## config.mk

```make
export PLATFORM = sky130hd
export DESIGN_NAME = sqi_div_cell
export DESIGN_NICKNAME = d
export VERILOG_FILES = /design/src/hw/rtl/sqi_pkg.sv /design/src/hw/rtl/sqi_div_cell.sv
export SDC_FILE = /design/constraint.sdc
export NUM_CORES = 1
export LEC_CHECK = 0
export ABC_AREA = 1
export BUFFER_PORTS_ARGS = -buffer_cell sky130_fd_sc_hd__buf_2
export CAP_MARGIN = 30
export CORE_ASPECT_RATIO = 0.8
export CORE_MARGIN = 1
export CORE_UTILIZATION = 24
export DETAILED_ROUTE_END_ITERATION = 8
export MAX_ROUTING_LAYER = met4
export SYNTH_ARGS = -nofsm -noshare
export SYNTH_HDL_FRONTEND = slang
export SYNTH_SLANG_ARGS = --single-unit
```

## constraint.sdc

```tcl
create_clock -name i_clk -period 2.41 [get_ports i_clk]
set_input_delay 0.1205 -clock i_clk [delete_from_list [all_inputs] [get_ports i_clk]]
set_output_delay 0.1205 -clock i_clk [all_outputs]
set_load 0.1 [all_outputs]
```

## src/hw/rtl/sqi_pkg.sv

```systemverilog
`default_nettype none
package sqi_pkg;

    localparam int WORD_W    = 32;
    localparam int EPS_W     = 16;
    localparam int IN_W      = 9 * WORD_W;
    localparam int OUT_W     = 6 * WORD_W;
    localparam int USER_W    = 3;

    localparam int SQ_IN_W   = 64;
    localparam int SQ_ROOT_W = 32;
    localparam int SQ_REM_W  = 34;
    localparam int DV_W      = 32;
    localparam int NMAG_W    = 34;

    localparam logic [1:0] KIND_NONE = 2'd0;
    localparam logic [1:0] KIND_ONE  = 2'd1;
    localparam logic [1:0] KIND_TWO  = 2'd2;
    localparam logic [1:0] KIND_INF  = 2'd3;

    localparam logic [1:0] CLS_ZERO  = 2'd0;
    localparam logic [1:0] CLS_INF   = 2'd1;
    localparam logic [1:0] CLS_ONE   = 2'd2;
    localparam logic [1:0] CLS_TWO   = 2'd3;

    typedef struct packed {
        logic [1:0]              cls;
        logic signed [WORD_W-1:0] a;
        logic signed [WORD_W-1:0] b;
        logic [2:0][WORD_W-1:0]  p1;
        logic [2:0][WORD_W-1:0]  p2;
        logic                    neg1;
        logic                    neg2;
    } t_side;

endpackage
`default_nettype wire

```

## src/hw/rtl/sqi_div_cell.sv

```systemverilog
`default_nettype none
module sqi_div_cell #(
    parameter int DW = 50
) (
    input  logic                       i_clk,
    input  logic                       i_en,
    input  logic [DW-1:0]              i_dq,
    input  logic [sqi_pkg::DV_W-1:0]   i_rem,
    input  logic [sqi_pkg::DV_W-1:0]   i_dvs,
    output logic [DW-1:0]              o_dq,
    output logic [sqi_pkg::DV_W-1:0]   o_rem,
    output logic [sqi_pkg::DV_W-1:0]   o_dvs
);
    import sqi_pkg::*;

    logic [DW-1:0]   r_dq;
    logic [DV_W-1:0] r_rem;
    logic [DV_W-1:0] r_dvs;
    logic [DV_W:0]   rem_t;
    logic            ge;
    logic [DW-1:0]   n_dq;
    logic [DV_W-1:0] n_rem;

    // one quotient bit per cell, quotient shifts in behind the dividend
    always_comb begin
        rem_t = {i_rem, i_dq[DW-1]};
        ge    = (rem_t >= {1'b0, i_dvs});
        n_rem = ge ? DV_W'(rem_t - {1'b0, i_dvs}) : DV_W'(rem_t);
        n_dq  = {i_dq[DW-2:0], ge};
    end

    always_ff @(posedge i_clk) begin
        if (i_en) begin
            r_dq  <= n_dq;
            r_rem <= n_rem;
            r_dvs <= i_dvs;
        end
    end

    assign o_dq  = r_dq;
    assign o_rem = r_rem;
    assign o_dvs = r_dvs;

endmodule
`default_nettype wire

```

==> flow_metrics.py <==
metrics = {
    "yosys": {
        "synth.distinct_cells": 29,
        "syn_area_per_cell_sq_um": 8.639,
        "yosys-top-cells-count": "276 x nand2_1, 149 x inv_1, 114 x edfxtp_1, 52 x nand3_1, 34 x nor2_1",
        "yosys_warnings": 0,
        "synth_top_area_share_pct": 51.73,
        "synth_most_common_cell": "nand2_1",
        "yosys-top-cells-area": "edfxtp_1 52%, nand2_1 16%, inv_1 8.5%",
        "synthArstFlopShare_pct": 0,
        "ys.flop_type": "edfxtp_1",
        "netlist_area_sq_mm": 0.006618,
        "syn_nets": 915,
        "synth-seq-cells": 114,
        "synth_largest_area_cell": "edfxtp_1",
        "synth_cells": 766,
        "synth-edff-count": 114,
        "ys_seq_area_share_pct": 51.73,
    },
    "drt": {
        "drt_iter0_markers": 363,
        "routed_wl_um": 21530,
        "viasPerCell": 4.099,
        "drc": 0,
        "vias": 6107,
        "ant_nets": 0,
        "wl_per_cell_um": 14.45,
        "first_pass_iters": 7,
    },
    "power_and_ir_drop": {
        "power_mw": 7.506,
        "p_leak_nw": 4.976,
        "powerDensity_mw_per_mm2": 759.2,
        "vdd_drop_max_mv": 0.4663,
    },
    "setup_path": {
        "critPathArrivalTime_ns": 2.47,
        "critPathKind": "primary input to flip-flop",
        "endpoint_kind": "flip-flop",
        "worstPathRequired_ns": 2.58,
        "startpoint_type": "primary input",
        "worstPathMaxFanout": 6,
    },
    "floorplanning": {
        "die_w_um": 187.7,
        "io_pins": 230,
        "dieArea_sq_mm": 0.02825,
        "coreArea_sq_mm": 0.02666,
        "initial_core_util_pct": 24.82,
        "fp.dieH_um": 150.5,
        "rows": 53,
    },
    "timing": {
        "finalHoldViolCount": 0,
        "drv_slew": 0,
        "rsz0062_at_grt": "no",
        "worst_slew_pin_slew_ns": 0.6339,
        "max_slew_margin_pct": 57.74,
        "finalSetupViolCount": 0,
        "fin_crit_ns": 2.292,
        "fin_ws_ns": 0.1175,
        "timing.final.crit_share_pct": 95.12,
        "timing.fmax_mhz": 436.2,
    },
    "final_layout": {
        "layout-drive-gt1-share_pct": 29.00,
        "area_growth_pct": 49.40,
        "num-nets-final": 1269,
    },
    "clock_tree": {
        "cts_made_buffers": 17,
        "clockBufferDepth": 2,
        "path_clk_slew_ns": 0.05,
        "cts_max_level": 4,
        "clock_sinks": 114,
        "cts_tree": "done",
        "cts_root_buf": "clkbuf_16",
    },
    "min_path": {
        "hold_path_class": "primary input to flip-flop",
        "hold_depth": 2,
        "worst_hold_path.endpoint": "o_dvs[1]",
        "hold_path_startpoint": "i_dvs[1]",
    },
    "grt": {
        "gr-usage-all-layers_pct": 15.63,
        "antenna_found_initial": 2,
        "grt_pass1_vias": 5882,
        "grt_pass1_wl_um": 32120,
        "grt_max_degree": 45,
        "grt-ovfl-total": 0,
    },
    "placed_design": {
        "post-place-ws_ns": -0.03635,
        "port_buffers": 229,
        "dpl.hpwl_um": 16090,
        "place_congestion": 0.8975,
    },
    "outcome": {
        "status": "complete, no violations",
    },
    "flow_run": {
        "drv_cap": 0,
    },
}
==> how the worst max path moves through the flow <==
| stage | endpoint | cells past startpoint | slack, ns | from |
|---|---|---|---|---|
| 6_report | o_rem[3] | 13 | 0.12 | i_dvs[31] |
| 5_1_grt | o_rem[28] | 14 | 0.02 | i_dvs[0] |
| 4_1_cts | o_rem[28] | 14 | 0.01 | i_dvs[0] |
| 3_5_place_dp | o_rem[28] | 13 | -0.04 | i_dvs[21] |
| 3_3_place_gp | o_rem[28] | 13 | -0.05 | i_dvs[21] |
| 2_1_floorplan | o_rem[16] | 13 | 0.68 | i_dq[49] |
==> cell families (layout without fill, tap and decap cells) <==
family	Yosys count	after routing	share of synthesized area [%]
DFF	114	114	51.73
buffers and inverters	162	525	9.851
adders and majority gates	33	33	6.353
other	0	2	0
AOI/OAI and AO/OA	24	24	1.853
and+or+nand+nor	419	421	28.36
xor gates and xnor gates	14	14	1.853
==> stage by stage <==
step / area (sq um) / TNS (ns) / utilization, % / hold slack, ns / cells
floorplan: 6618 / 0 / - / 0.2194 / 766
global placement: 8322 / -0.04949 / 31.22 / 0.2967 / 1364
detailed placement: 8322 / -0.03635 / 31.22 / 0.2988 / 1364
CTS: 9707 / 0 / 36.41 / 0.0007859 / 1480
global route: 9887 / 0 / 37.09 / 0.005129 / 1490
finish: 9887 / 0 / 37.09 / 0.01916 / 1490
==> state kept, by name, indices dropped and copies added, names as in the netlist <==
name   flops
o_dvs     32
o_dq      50
o_rem     32
==> power breakdown <==
part	switching, mW	internal [mW]
logic	2.16	0.596
registers	0.0457	2.42
clock network	0.901	1.38
total	3.10	4.40
==> what timing repair did <==
item,in CTS,in global routing
endpoints found under the hold margin,86,0
hold buffers,86,0
endpoints found under the setup margin,0,32
resized for setup,0,18
setup buffers,0,6
==> layout make-up <==
| cell class | count | area [sq um] |
|---|---|---|
| fill | 2822 | 16770 |
| sequential | 114 | 3423 |
| multi-input combinational | 492 | 2653 |
| timing repair buffer | 343 | 2265 |
| inverter | 152 | 570.5 |
| tap | 357 | 446.7 |
| clock buffer | 18 | 429.2 |
| clock inverter | 12 | 95.09 |
| antenna | 2 | 5.005 |
==> placed cells by master (no fill, tap or decap), types with 17 or more instances in the layout <==
cell           netlist  routed
nand2_1            276     272
buf_2                7     228
inv_1              149     148
edfxtp_1           114     114
dlygate4sd3_1        0      86
nand3_1             52      50
nor2_1              34      34
ha_1                32      31
buf_4                0      24
a21oi_1             21      21
clkbuf_16            0      17
==> worst max-delay path, cell delays in order <==
cell	delay [ns]
dlygate4sd3_1	0.52
buf_2	0.11
inv_1	0.05
ha_1	0.34
inv_1	0.10
nor3_4	0.22
nand2_2	0.11
nor3_4	0.30
nand2_8	0.14
buf_12	0.16
buf_4	0.15
nand3_1	0.09
nand2_1	0.06
==> metal layers <==
layer	global-route usage [%]	vias to the layer above	wire [um]
met5	-	-	0
met2	22.43	218	9108
li1	-	3141	-
met1	21.67	2736	10670
met3	3.986	12	1542
met4	4.146	0	205
(Power assumes the default switching activity.)
