==> config.mk <==
export PLATFORM = sky130hd
export DESIGN_NAME = sqi_sqrt_cell
export DESIGN_NICKNAME = d
export VERILOG_FILES = /design/src/hw/rtl/sqi_pkg.sv /design/src/hw/rtl/sqi_sqrt_cell.sv
export SDC_FILE = /design/constraint.sdc
export NUM_CORES = 1
export LEC_CHECK = 0
export BUFFER_PORTS_ARGS = -buffer_cell sky130_fd_sc_hd__buf_4
export CAP_MARGIN = 40
export CORE_MARGIN = 5
export CORE_UTILIZATION = 24
export DETAILED_ROUTE_END_ITERATION = 8
export PLACE_DENSITY_LB_ADDON = 0.05
export SLEW_MARGIN = 15
export SYNTH_ARGS = -nofsm -noshare
export SYNTH_HDL_FRONTEND = slang
export SYNTH_SLANG_ARGS = --single-unit
==> constraint.sdc <==
create_clock -name i_clk -period 2.7 [get_ports i_clk]
set_clock_uncertainty 0.05 [all_clocks]
set_input_delay 0.135 -clock i_clk [delete_from_list [all_inputs] [get_ports i_clk]]
set_output_delay 0.135 -clock i_clk [all_outputs]
set_load 0.1 [all_outputs]
==> src/hw/rtl/sqi_pkg.sv <==
`default_nettype none
package sqi_pkg;

    localparam int WORD_W    = 32;
    localparam int EPS_W     = 16;
    localparam int IN_W      = 9 * WORD_W;
    localparam int OUT_W     = 6 * WORD_W;
    localparam int USER_W    = 3;

    localparam int SQ_IN_W   = 64;
    localparam int SQ_ROOT_W = 32;
    localparam int SQ_REM_W  = 34;
    localparam int DV_W      = 32;
    localparam int NMAG_W    = 34;

    localparam logic [1:0] KIND_NONE = 2'd0;
    localparam logic [1:0] KIND_ONE  = 2'd1;
    localparam logic [1:0] KIND_TWO  = 2'd2;
    localparam logic [1:0] KIND_INF  = 2'd3;

    localparam logic [1:0] CLS_ZERO  = 2'd0;
    localparam logic [1:0] CLS_INF   = 2'd1;
    localparam logic [1:0] CLS_ONE   = 2'd2;
    localparam logic [1:0] CLS_TWO   = 2'd3;

    typedef struct packed {
        logic [1:0]              cls;
        logic signed [WORD_W-1:0] a;
        logic signed [WORD_W-1:0] b;
        logic [2:0][WORD_W-1:0]  p1;
        logic [2:0][WORD_W-1:0]  p2;
        logic                    neg1;
        logic                    neg2;
    } t_side;

endpackage
`default_nettype wire

==> src/hw/rtl/sqi_sqrt_cell.sv <==
`default_nettype none
module sqi_sqrt_cell (
    input  logic                            i_clk,
    input  logic                            i_en,
    input  logic [sqi_pkg::SQ_IN_W-1:0]     i_v,
    input  logic [sqi_pkg::SQ_REM_W-1:0]    i_rem,
    input  logic [sqi_pkg::SQ_ROOT_W-1:0]   i_root,
    output logic [sqi_pkg::SQ_IN_W-1:0]     o_v,
    output logic [sqi_pkg::SQ_REM_W-1:0]    o_rem,
    output logic [sqi_pkg::SQ_ROOT_W-1:0]   o_root
);
    import sqi_pkg::*;

    logic [SQ_IN_W-1:0]   r_v;
    logic [SQ_REM_W-1:0]  r_rem;
    logic [SQ_ROOT_W-1:0] r_root;
    logic [SQ_REM_W:0]    rem_t;
    logic [SQ_REM_W:0]    trial;
    logic                 ge;
    logic [SQ_IN_W-1:0]   n_v;
    logic [SQ_REM_W-1:0]  n_rem;
    logic [SQ_ROOT_W-1:0] n_root;

    // one root bit per cell
    always_comb begin
        rem_t  = {i_rem[SQ_REM_W-2:0], i_v[SQ_IN_W-1:SQ_IN_W-2]};
        trial  = {1'b0, i_root, 2'b01};
        ge     = (rem_t >= trial);
        n_rem  = ge ? SQ_REM_W'(rem_t - trial) : SQ_REM_W'(rem_t);
        n_root = {i_root[SQ_ROOT_W-2:0], ge};
        n_v    = {i_v[SQ_IN_W-3:0], 2'b00};
    end

    always_ff @(posedge i_clk) begin
        if (i_en) begin
            r_v    <= n_v;
            r_rem  <= n_rem;
            r_root <= n_root;
        end
    end

    assign o_v    = r_v;
    assign o_rem  = r_rem;
    assign o_root = r_root;

endmodule
`default_nettype wire

==> results.yml, run 1 <==
run_status:
  outcome: "finished, final reports clean"
clocking:
  numCtsBuffers: 17
  clockRootBuffer: "clkbuf_16"
  cts_htree_levels: 4
  cts.sinks: 128
  cts_tree: "done"
  cts_buffer_depth: 2
  clk_pin_slew_worst_paths_ps: 60
layout:
  syn2layout_area_growth_pct: 76.9
  layout-drive-gt1-share: 0.398
  fin_util: 0.429
  finalNetCount: 1151
  diodes: 0
floorplan:
  die-height_um: 172
  die_width_um: 172
  die_area_um2: 29600
  core-area_um2: 25900
  ioPinCount: 262
  initial_utilization: 0.243
  num_rows: 59
timing:
  worst_hold_slack_ps: 55.4
  timing.fmax_mhz: 389
  setup_viol: 0
  drv_slew: 0
  worst_pin_slew_ps: 692
  fin_ws_ps: 132
  min_period_ps: 2570
  hold_viol: 0
  rsz0062_at_grt: "false"
  relSlewSlack: 0.538
  fin_crit_sh: 0.951
synthesis:
  synth_top_cell_area_share: 0.611
  synth_simple_gate_area_frac: 0.0945
  synthFlopType: "edfxtp_1"
  yosysMostFrequentCell: "edfxtp_1"
  async_reset_ff_frac: 0
  yosysTopAreaCell: "edfxtp_1"
  synthAdderAreaFrac: 0.0676
  synth_top_family_by_area: "compound AO/OA/AOI/OAI gates"
  netlist_instances: 509
  synth.area.mux_share: 0.00895
  synth_common_cells: "edfxtp_1 (128), nand2_1 (47), inv_1 (43)"
  yosysSeqAreaShare: 0.611
  synth_area_leaders: "edfxtp_1 (61%), ha_1 (6.8%), o21ai_0 (3.3%)"
  synth-edff-count: 128
  yosys_register_bits: 128
  synth-compound-area-share: 0.145
  synth_cell_types: 62
  syn_avg_cell_area_um2: 12.4
  netlist_area_um2: 6290
  yosysWarnings: 0
  synth_xor_area_frac: 0.0306
critical_path:
  crit_arrival_ps: 2680
  crit_path_start_kind: "input port"
  critPathRequiredTime_ps: 2810
  crit_path_top_delay_cell: "dlygate4sd3_1"
  crit_family: "compound AO/OA/AOI/OAI gates"
  critPathMostFrequentCell: "buf_12"
  end_kind: "register"
  path_cells: "dlygate4sd3_1 > buf_4 > ha_1 > nand2_2 > nor4_4 > a32o_1 > a221oi_2 > o21ai_1 > a31oi_4 > buf_12 > buf_12 > a41oi_1 > a21o_1"
  critPathMaxFanout: 24
  path_buf_inv: 4
  critPathKind: "in -> reg"
  cp_slowest_stage_delay_ps: 530
pwr:
  power_density_nw_per_um2: 697
  p_sw_frac: 0.394
  p_leak_uw: 0.00486
  combPwrFrac: 0.374
  seqPwrFrac: 0.321
  switching_power_uw: 3060
  clock_power_share: 0.305
  ir_drop_v: 0.000357
  p_int_uw: 4700
routing:
  vias: 5666
  ant_nets: 0
  firstDrtPassIters: 4
  first_iter_violations: 288
  wirelength_um: 21100
  post-route-drc-count: 0
  wl_per_cell_um: 15.8
  via_per_inst: 4.25
hold_path:
  hold_depth: 4
  hp-start: "i_rem[18]"
  min_delay_worst_endpoint: "o_rem[20]"
  worstHoldPathType: "in -> reg"
placement:
  port_buffers: 258
  dpl.hpwl_um: 16200
  routabilityCongestion: 0.816
  pre_cts_ws_ps: -180
global_routing:
  grt-ovfl-total: 0
  first_global_vias: 6085
  grt_max_degree: 59
  gr-usage-all-layers: 0.137
  grt_pass1_wl_um: 31900
  antenna_found_initial: 1
run:
  max_cap_violations: 0
[logic make-up (layout without fill, tap and decap cells)]
logic type	count (synthesis)	in the layout
xor gates and xnor gates	22	22
and+or+nand+nor	119	119
other	1	2
adders and majority gates	34	34
DFF	128	128
AOI/OAI and AO/OA	141	141
buffers and inverters	59	547
muxes	5	5
[sequential cells by signal, indices dropped and copies added (netlist names)]
register and cells:
o_rem 34, o_root 32, o_v 62
[routing by layer]
layer,routed length [um],global-route usage,up-vias
li1,-,-,2853
met1,9160,0.170,2629
met2,10200,0.241,170
met3,1540,0.0322,12
met4,199,0.0349,2
met5,20,0,-
[worst max path at each step]
stage | start | to | slack [ps] | depth (start not counted)
3_5_place_dp | i_rem[18] | o_rem[17] | -180 | 12
2_1_floorplan | i_root[14] | o_rem[26] | 70 | 13
5_1_grt | i_root[25] | o_rem[17] | 10 | 14
4_1_cts | i_rem[27] | o_rem[17] | 20 | 13
3_3_place_gp | i_rem[18] | o_rem[17] | -170 | 12
6_report | i_rem[25] | o_rem[17] | 130 | 13
[through the flow]
stage	power, uW	area [um^2]	setup TNS (ps)	cells
final	7760	11100	0	1333
after global routing	8110	11100	0	1333
after CTS	7890	11100	0	1332
after detailed placement	5310	9280	-2230	1178
after global placement	5310	9280	-2270	1178
after floorplan	4460	6290	0	510
[power by group through the flow]
stage | registers [uW] | logic [uW] | clock network [uW]
2_1_floorplan | 3940 | 512 | 0
3_3_place_gp | 2530 | 2780 | 0
3_5_place_dp | 2530 | 2770 | 0
4_1_cts | 2490 | 2930 | 2480
5_1_grt | 2510 | 3060 | 2550
6_report | 2490 | 2900 | 2370
[cell usage in the layout (no fill, tap or decap), types with 3 or more instances in the layout]
cell and n:
or4_1 3, xor2_1 6, mux2i_1 3, nand4_1 4, clkbuf_16 17, o21bai_1 4
a211o_1 3, nor3_1 8, buf_12 3, o21a_1 8, nor2b_1 5, a21oi_1 35
and2_1 3, a31oi_1 6, nand3_1 10, xnor2_1 16, nand2_1 46, nor2_1 20
inv_1 43, buf_4 345, and3_1 3, o31ai_1 5, o31a_1 3, dlygate4sd3_1 122
ha_1 33, edfxtp_1 128, o21ai_0 42, nand2b_1 5, a21o_1 11, inv_6 8
[area by class of cell]
type / instances / area [um^2]
clock buffer: 18 / 429
clock inverter: 14 / 165
fill: 2534 / 14800
inverter: 44 / 165
multi-input combinational: 323 / 2220
sequential: 128 / 3840
tap: 335 / 419
timing repair buffer: 471 / 3880
[repair_timing]
item,4_1_cts,5_1_grt
buffers inserted,0,1
resized for setup,0,4
endpoints found under the setup margin,0,30
hold buffers,122,0
endpoints found under the hold margin,122,0
(Power assumes the default switching activity.)
==> run 2: changes to the inputs <==
--- a/config.mk
+++ b/config.mk
@@ -5,6 +5,7 @@
 export SDC_FILE = /design/constraint.sdc
 export NUM_CORES = 1
 export LEC_CHECK = 0
+export ABC_AREA = 1
 export BUFFER_PORTS_ARGS = -buffer_cell sky130_fd_sc_hd__buf_4
 export CAP_MARGIN = 40
 export CORE_MARGIN = 5
==> constraint.sdc (replaced) <==
create_clock -name i_clk -period 2.7 [get_ports i_clk]
set_clock_uncertainty 0.05 [all_clocks]
set_input_delay 0.54 -clock i_clk [delete_from_list [all_inputs] [get_ports i_clk]]
set_output_delay 0.54 -clock i_clk [all_outputs]
set_load 0.1 [all_outputs]
==> run 2 against run 1 <==
  * Clock-buffer cell count decreased by 1
  * Largest cell class is now flip-flops and latches
  * Final cell count increased by 10%
  * Power increased by 1.2%
  * Critical endpoint is now o_rem[0]
  * Largest power group is now the clock network
  * Final area decreased by 8.6%
  * Non-clock buffer count decreased by 183
  * Via count increased by 4.3%
  * Critical path depth unchanged
  * Wire length increased by 10%
==> results.yml, run 2 <==
placement:
  dpl.hpwl_um: 18400
  pre_cts_ws_ps: -35.9
  dpl_cell_area_um2: 9520
  dp_cells: 1440
  routabilityCongestion: 0.800
  port_buffers: 258
pwr:
  p_leak_uw: 0.00503
  ir_drop_v: 0.000345
  power.total_uw: 7850
  power_density_nw_per_um2: 772
global_routing:
  gr-usage-all-layers: 0.143
  grt-ovfl-total: 0
  grt_pass1_wl_um: 36100
  grt_max_degree: 45
  antenna_found_initial: 2
  first_global_vias: 6025
floorplan:
  core-area_um2: 28500
  ioPinCount: 262
  initial_utilization: 0.242
  die_width_um: 180
  num_rows: 62
  die_area_um2: 32300
  die-height_um: 180
critical_path:
  crit_arrival_ps: 2500
  path_cells: "buf_4 > ha_1 > nand2_2 > inv_1 > a21oi_1 > nand2_1 > a21oi_2 > nand2_2 > nand2_4 > nand2_8 > inv_4 > nand2_1 > nand2_1"
  path_buf_inv: 3
  critPathMaxFanout: 33
  critPathMostFrequentCell: "nand2_1"
  end_kind: "register"
  critPathRequiredTime_ps: 2930
  cp_slowest_stage_delay_ps: 370
  crit_family: "simple AND/OR/NAND/NOR gates"
  crit_path_start_kind: "input port"
  crit_path_top_delay_cell: "ha_1"
  critPathKind: "in -> reg"
synthesis:
  synth-edff-count: 128
  yosys_register_bits: 128
  synth_area_leaders: "edfxtp_1 (56%), nand2_1 (16%), inv_1 (7.5%)"
  synthFlopType: "edfxtp_1"
  yosysWarnings: 0
  syn_avg_cell_area_um2: 8.92
  synth_cell_types: 30
  netlist_instances: 775
  yosysSeqAreaShare: 0.556
  netlist_area_um2: 6910
  yosysMostFrequentCell: "nand2_1"
  synth_top_cell_area_share: 0.556
  async_reset_ff_frac: 0
  yosysTopAreaCell: "edfxtp_1"
  synth_common_cells: "nand2_1 (287), inv_1 (138), edfxtp_1 (128)"
clocking:
  cts_setup_buffers: 0
  cts.sinks: 128
  clk_pin_slew_worst_paths_ps: 70
  clockRootBuffer: "clkbuf_16"
  cts_htree_levels: 4
  cts_buffer_depth: 2
  cts_resized: 0
  cts_tree: "done"
  numCtsBuffers: 17
  ctsHoldBuffers: 0
layout:
  mostFrequentLayoutCell: "nand2_1"
  fill_cells: 3062
  diodes: 0
  largest_register_ffs: 62
  layout-drive-gt1-share: 0.306
  layout_common_cells: "nand2_1 (287), buf_4 (285), inv_1 (138), edfxtp_1 (128), nor2_1 (56)"
  stdcell_count: 1471
  syn2layout_area_growth_pct: 47.2
  register_area_um2: 3840
  final_area_um2: 10200
  multi_input_area_um2: 2470
  finalNetCount: 1241
run_status:
  outcome: "finished, final reports clean"
routing:
  via_per_inst: 4.02
  wl_per_cell_um: 15.8
  vias: 5910
  wirelength_um: 23300
  ant_nets: 0
  post-route-drc-count: 0
  first_iter_violations: 240
  firstDrtPassIters: 4
timing:
  hold_viol: 0
  worst_hold_slack_ps: 237
  fin_ws_ps: 432
  timing.fmax_mhz: 441
  rsz0062_at_grt: "false"
  min_period_ps: 2270
  setup_viol: 0
  fin_crit_sh: 0.840
  drv_slew: 0
run:
  max_cap_violations: 0
hold_path:
  worstHoldPathType: "in -> reg"
## run 2: cell count changes after synthesis, sizes merged, moves of 7 or more
cell   previous run  this run
a21o             11         0
a21oi            36        27
a31oi             7         0
inv              44       140
nand2            47       292
nand3            10        35
nor2             20        58
o21a              8         1
o21ai            44        13
xnor2            16         3
xor2              6        15
## run 2: logic make-up after synthesis
kind of cell / count (synthesis) / synth area share
xor+xnor: 18 / 0.0228
compound gates: 43 / 0.0333
other cells: 1 / 0.000543
simple gates: 403 / 0.239
buf+inv: 148 / 0.0867
flops: 128 / 0.556
fa+ha+maj: 34 / 0.0615
## run 2: cell type report
type	count	share of cell area
Sequential cell	128	0.378
Multi-Input combinational cell	500	0.243
Timing Repair Buffer	288	0.215
Inverter	140	0.0519
Tap cell	384	0.0472
Clock buffer	17	0.0418
Clock inverter	14	0.0229
## run 2: per-layer routing
| layer | part of all wire | track usage | routed length (um) | vias to the layer above |
|---|---|---|---|---|
| li1 | - | - | - | 3062 |
| met1 | 0.48 | 0.195 | 11100 | 2620 |
| met2 | 0.45 | 0.229 | 10500 | 207 |
| met3 | 0.061 | 0.0402 | 1420 | 17 |
| met4 | 0.0098 | 0.0305 | 229 | 4 |
| met5 | 0.0012 | 0 | 27 | - |
## run 2: path summary, 6_finish.rpt
path / start / to / cells past startpoint
max: i_rem[23] / o_rem[0] / 13
min: i_v[36] / o_v[38] / 1
## run 2: where the power goes
part           switching [uW]  internal (uW)  total [uW]
clock network            1040           1660        2700
logic                    2050            636        2680
registers                49.8           2420        2470
total                    3130           4720        7850
## run 2: through the flow
stage / setup TNS [ps] / utilization
floorplan: 0 / -
global placement: -127 / 0.333
detailed placement: -427 / 0.333
CTS: 0 / 0.356
global route: 0 / 0.356
finish: 0 / 0.356
==> run 3: changes to the inputs <==
--- a/config.mk
+++ b/config.mk
@@ -5,7 +5,7 @@
 export SDC_FILE = /design/constraint.sdc
 export NUM_CORES = 1
 export LEC_CHECK = 0
-export ABC_AREA = 1
+export ABC_AREA = 0
 export BUFFER_PORTS_ARGS = -buffer_cell sky130_fd_sc_hd__buf_4
 export CAP_MARGIN = 40
 export CORE_MARGIN = 5
==> constraint.sdc (replaced) <==
create_clock -name i_clk -period 2.01 [get_ports i_clk]
set_clock_uncertainty 0.05 [all_clocks]
set_input_delay 0.402 -clock i_clk [delete_from_list [all_inputs] [get_ports i_clk]]
set_output_delay 0.402 -clock i_clk [all_outputs]
set_load 0.1 [all_outputs]
==> run 3 against run 2 <==
  * The flow now finishes with violations (negative setup slack)
  * Wire length fell by 7.3%
  * First-iteration DRC count is 12% higher
  * Worst setup slack got worse by 940 ps
  * Utilization rose by 8.5 points
  * Global-route usage down 0.66 points
  * Sequential power is 35% higher
  * Clock power rose by 15%
  * Critical endpoint is now o_rem[4]
==> results.yml, run 3 (synthesized netlist as in run 1, its figures left out) <==
layout:
  layout-drive-gt1-share: 0.607
  layout_common_cells: "buf_4 (379), edfxtp_1 (128), nand2_1 (33), inv_1 (30), a21oi_1 (25)"
  finalNetCount: 1101
  final_area_um2: 11400
  largest_register_ffs: 62
  syn2layout_area_growth_pct: 81.9
  diodes: 0
  mostFrequentLayoutCell: "buf_4"
critical_path:
  end_kind: "register"
  crit_arrival_ps: 2620
  cp_slowest_stage_delay_ps: 320
  crit_family: "compound AO/OA/AOI/OAI gates"
  critPathMostFrequentCell: "a211o_1"
  critPathKind: "in -> reg"
  crit_path_start_kind: "input port"
  crit_path_top_delay_cell: "a31oi_4"
  path_buf_inv: 3
  critPathRequiredTime_ps: 2120
  critPathMaxFanout: 6
  path_cells: "buf_12 > inv_12 > ha_4 > a21o_1 > a211o_1 > a211o_1 > a211o_1 > and2_4 > a31oi_4 > buf_12 > mux2_4"
global_routing:
  antenna_found_initial: 0
  grt_max_degree: 44
  first_global_vias: 5956
  grt_pass1_wl_um: 31500
  grt-ovfl-total: 0
  gr-usage-all-layers: 0.137
routing:
  vias: 5628
  wirelength_um: 21600
  via_per_inst: 4.39
  firstDrtPassIters: 4
  ant_nets: 0
  first_iter_violations: 269
  post-route-drc-count: 0
  wl_per_cell_um: 16.8
timing:
  min_period_ps: 2520
  setup_viol: 35
  drv_slew: 0
  setup_tns_ps: -13820
  rsz0062_at_grt: "true"
  fin_ws_ps: -505
  hold_viol: 0
  fin_crit_sh: 1.25
  timing.fmax_mhz: 398
run:
  max_cap_violations: 0
placement:
  dpl.hpwl_um: 16300
  pre_cts_ws_ps: -1040
  routabilityCongestion: 0.825
  port_buffers: 258
  dpl_cell_area_um2: 9890
run_status:
  failed_checks: "negative setup slack"
  outcome: "complete, but fails checks"
floorplan:
  core-area_um2: 25900
  num_rows: 59
  die_area_um2: 29600
  die-height_um: 172
  ioPinCount: 262
  initial_utilization: 0.243
  die_width_um: 172
clocking:
  cts.sinks: 128
  ctsHoldBuffers: 0
  clockRootBuffer: "clkbuf_16"
  cts_tree: "done"
  cts_htree_levels: 4
  clk_pin_slew_worst_paths_ps: 70
  numCtsBuffers: 17
  cts_buffer_depth: 2
hold_path:
  min_delay_worst_endpoint: "o_v[25]"
  worstHoldPathType: "in -> reg"
  hp-start: "i_v[23]"
  hold_depth: 1
pwr:
  ir_drop_v: 0.000483
  p_leak_uw: 0.00493
  power.total_uw: 10700
  power_density_nw_per_um2: 938
==> run 3: how the worst max path moves through the flow <==
stage | from | to | slack [ps] | cells after the start
final | i_root[18] | o_rem[4] | -510 | 11
after detailed placement | i_rem[10] | o_rem[25] | -1040 | 12
after floorplan | i_root[14] | o_rem[26] | -770 | 13
after CTS | i_root[18] | o_rem[25] | -510 | 12
after global routing | i_root[10] | o_rem[25] | -550 | 13
after global placement | i_rem[10] | o_rem[25] | -1000 | 12
==> run 3: per-stage QoR <==
step	hold slack, ps	utilization	instances
after floorplan	451	-	510
after global placement	531	0.382	1234
after detailed placement	531	0.382	1234
after CTS	83.1	0.421	1276
after global routing	76.5	0.442	1283
final	105	0.442	1283
==> run 3: report_power, final <==
part | total, uW | switching [uW] | internal [uW]
combinational | 4290 | 2900 | 1390
clock | 3100 | 1350 | 1750
sequential | 3330 | 74.2 | 3260
==> run 3: layer usage <==
metal / up-vias / global-route usage / wire, um
met1: 2695 / 0.169 / 8990
met5: - / 0 / 0
met4: 0 / 0.0342 / 170
li1: 2750 / - / -
met3: 9 / 0.0366 / 1650
met2: 174 / 0.238 / 10800
==> run 3: layout make-up <==
| type | count | area [um^2] |
|---|---|---|
| clock inverters | 14 | 145 |
| fillers | 2427 | 14500 |
| clock buffers | 18 | 429 |
| flip-flops and latches | 128 | 3840 |
| well taps | 335 | 419 |
| multi-input cells | 323 | 2910 |
| repair buffers | 421 | 3490 |
| inverters | 44 | 205 |
==> run 3: what timing repair did <==
action | CTS | global route
pin swaps | 26 | 38
endpoints found under the setup margin | 35 | 35
hold endpoints to repair | 0 | 0
resized for setup | 70 | 96
setup buffers | 9 | 5
gates cloned | 2 | 4
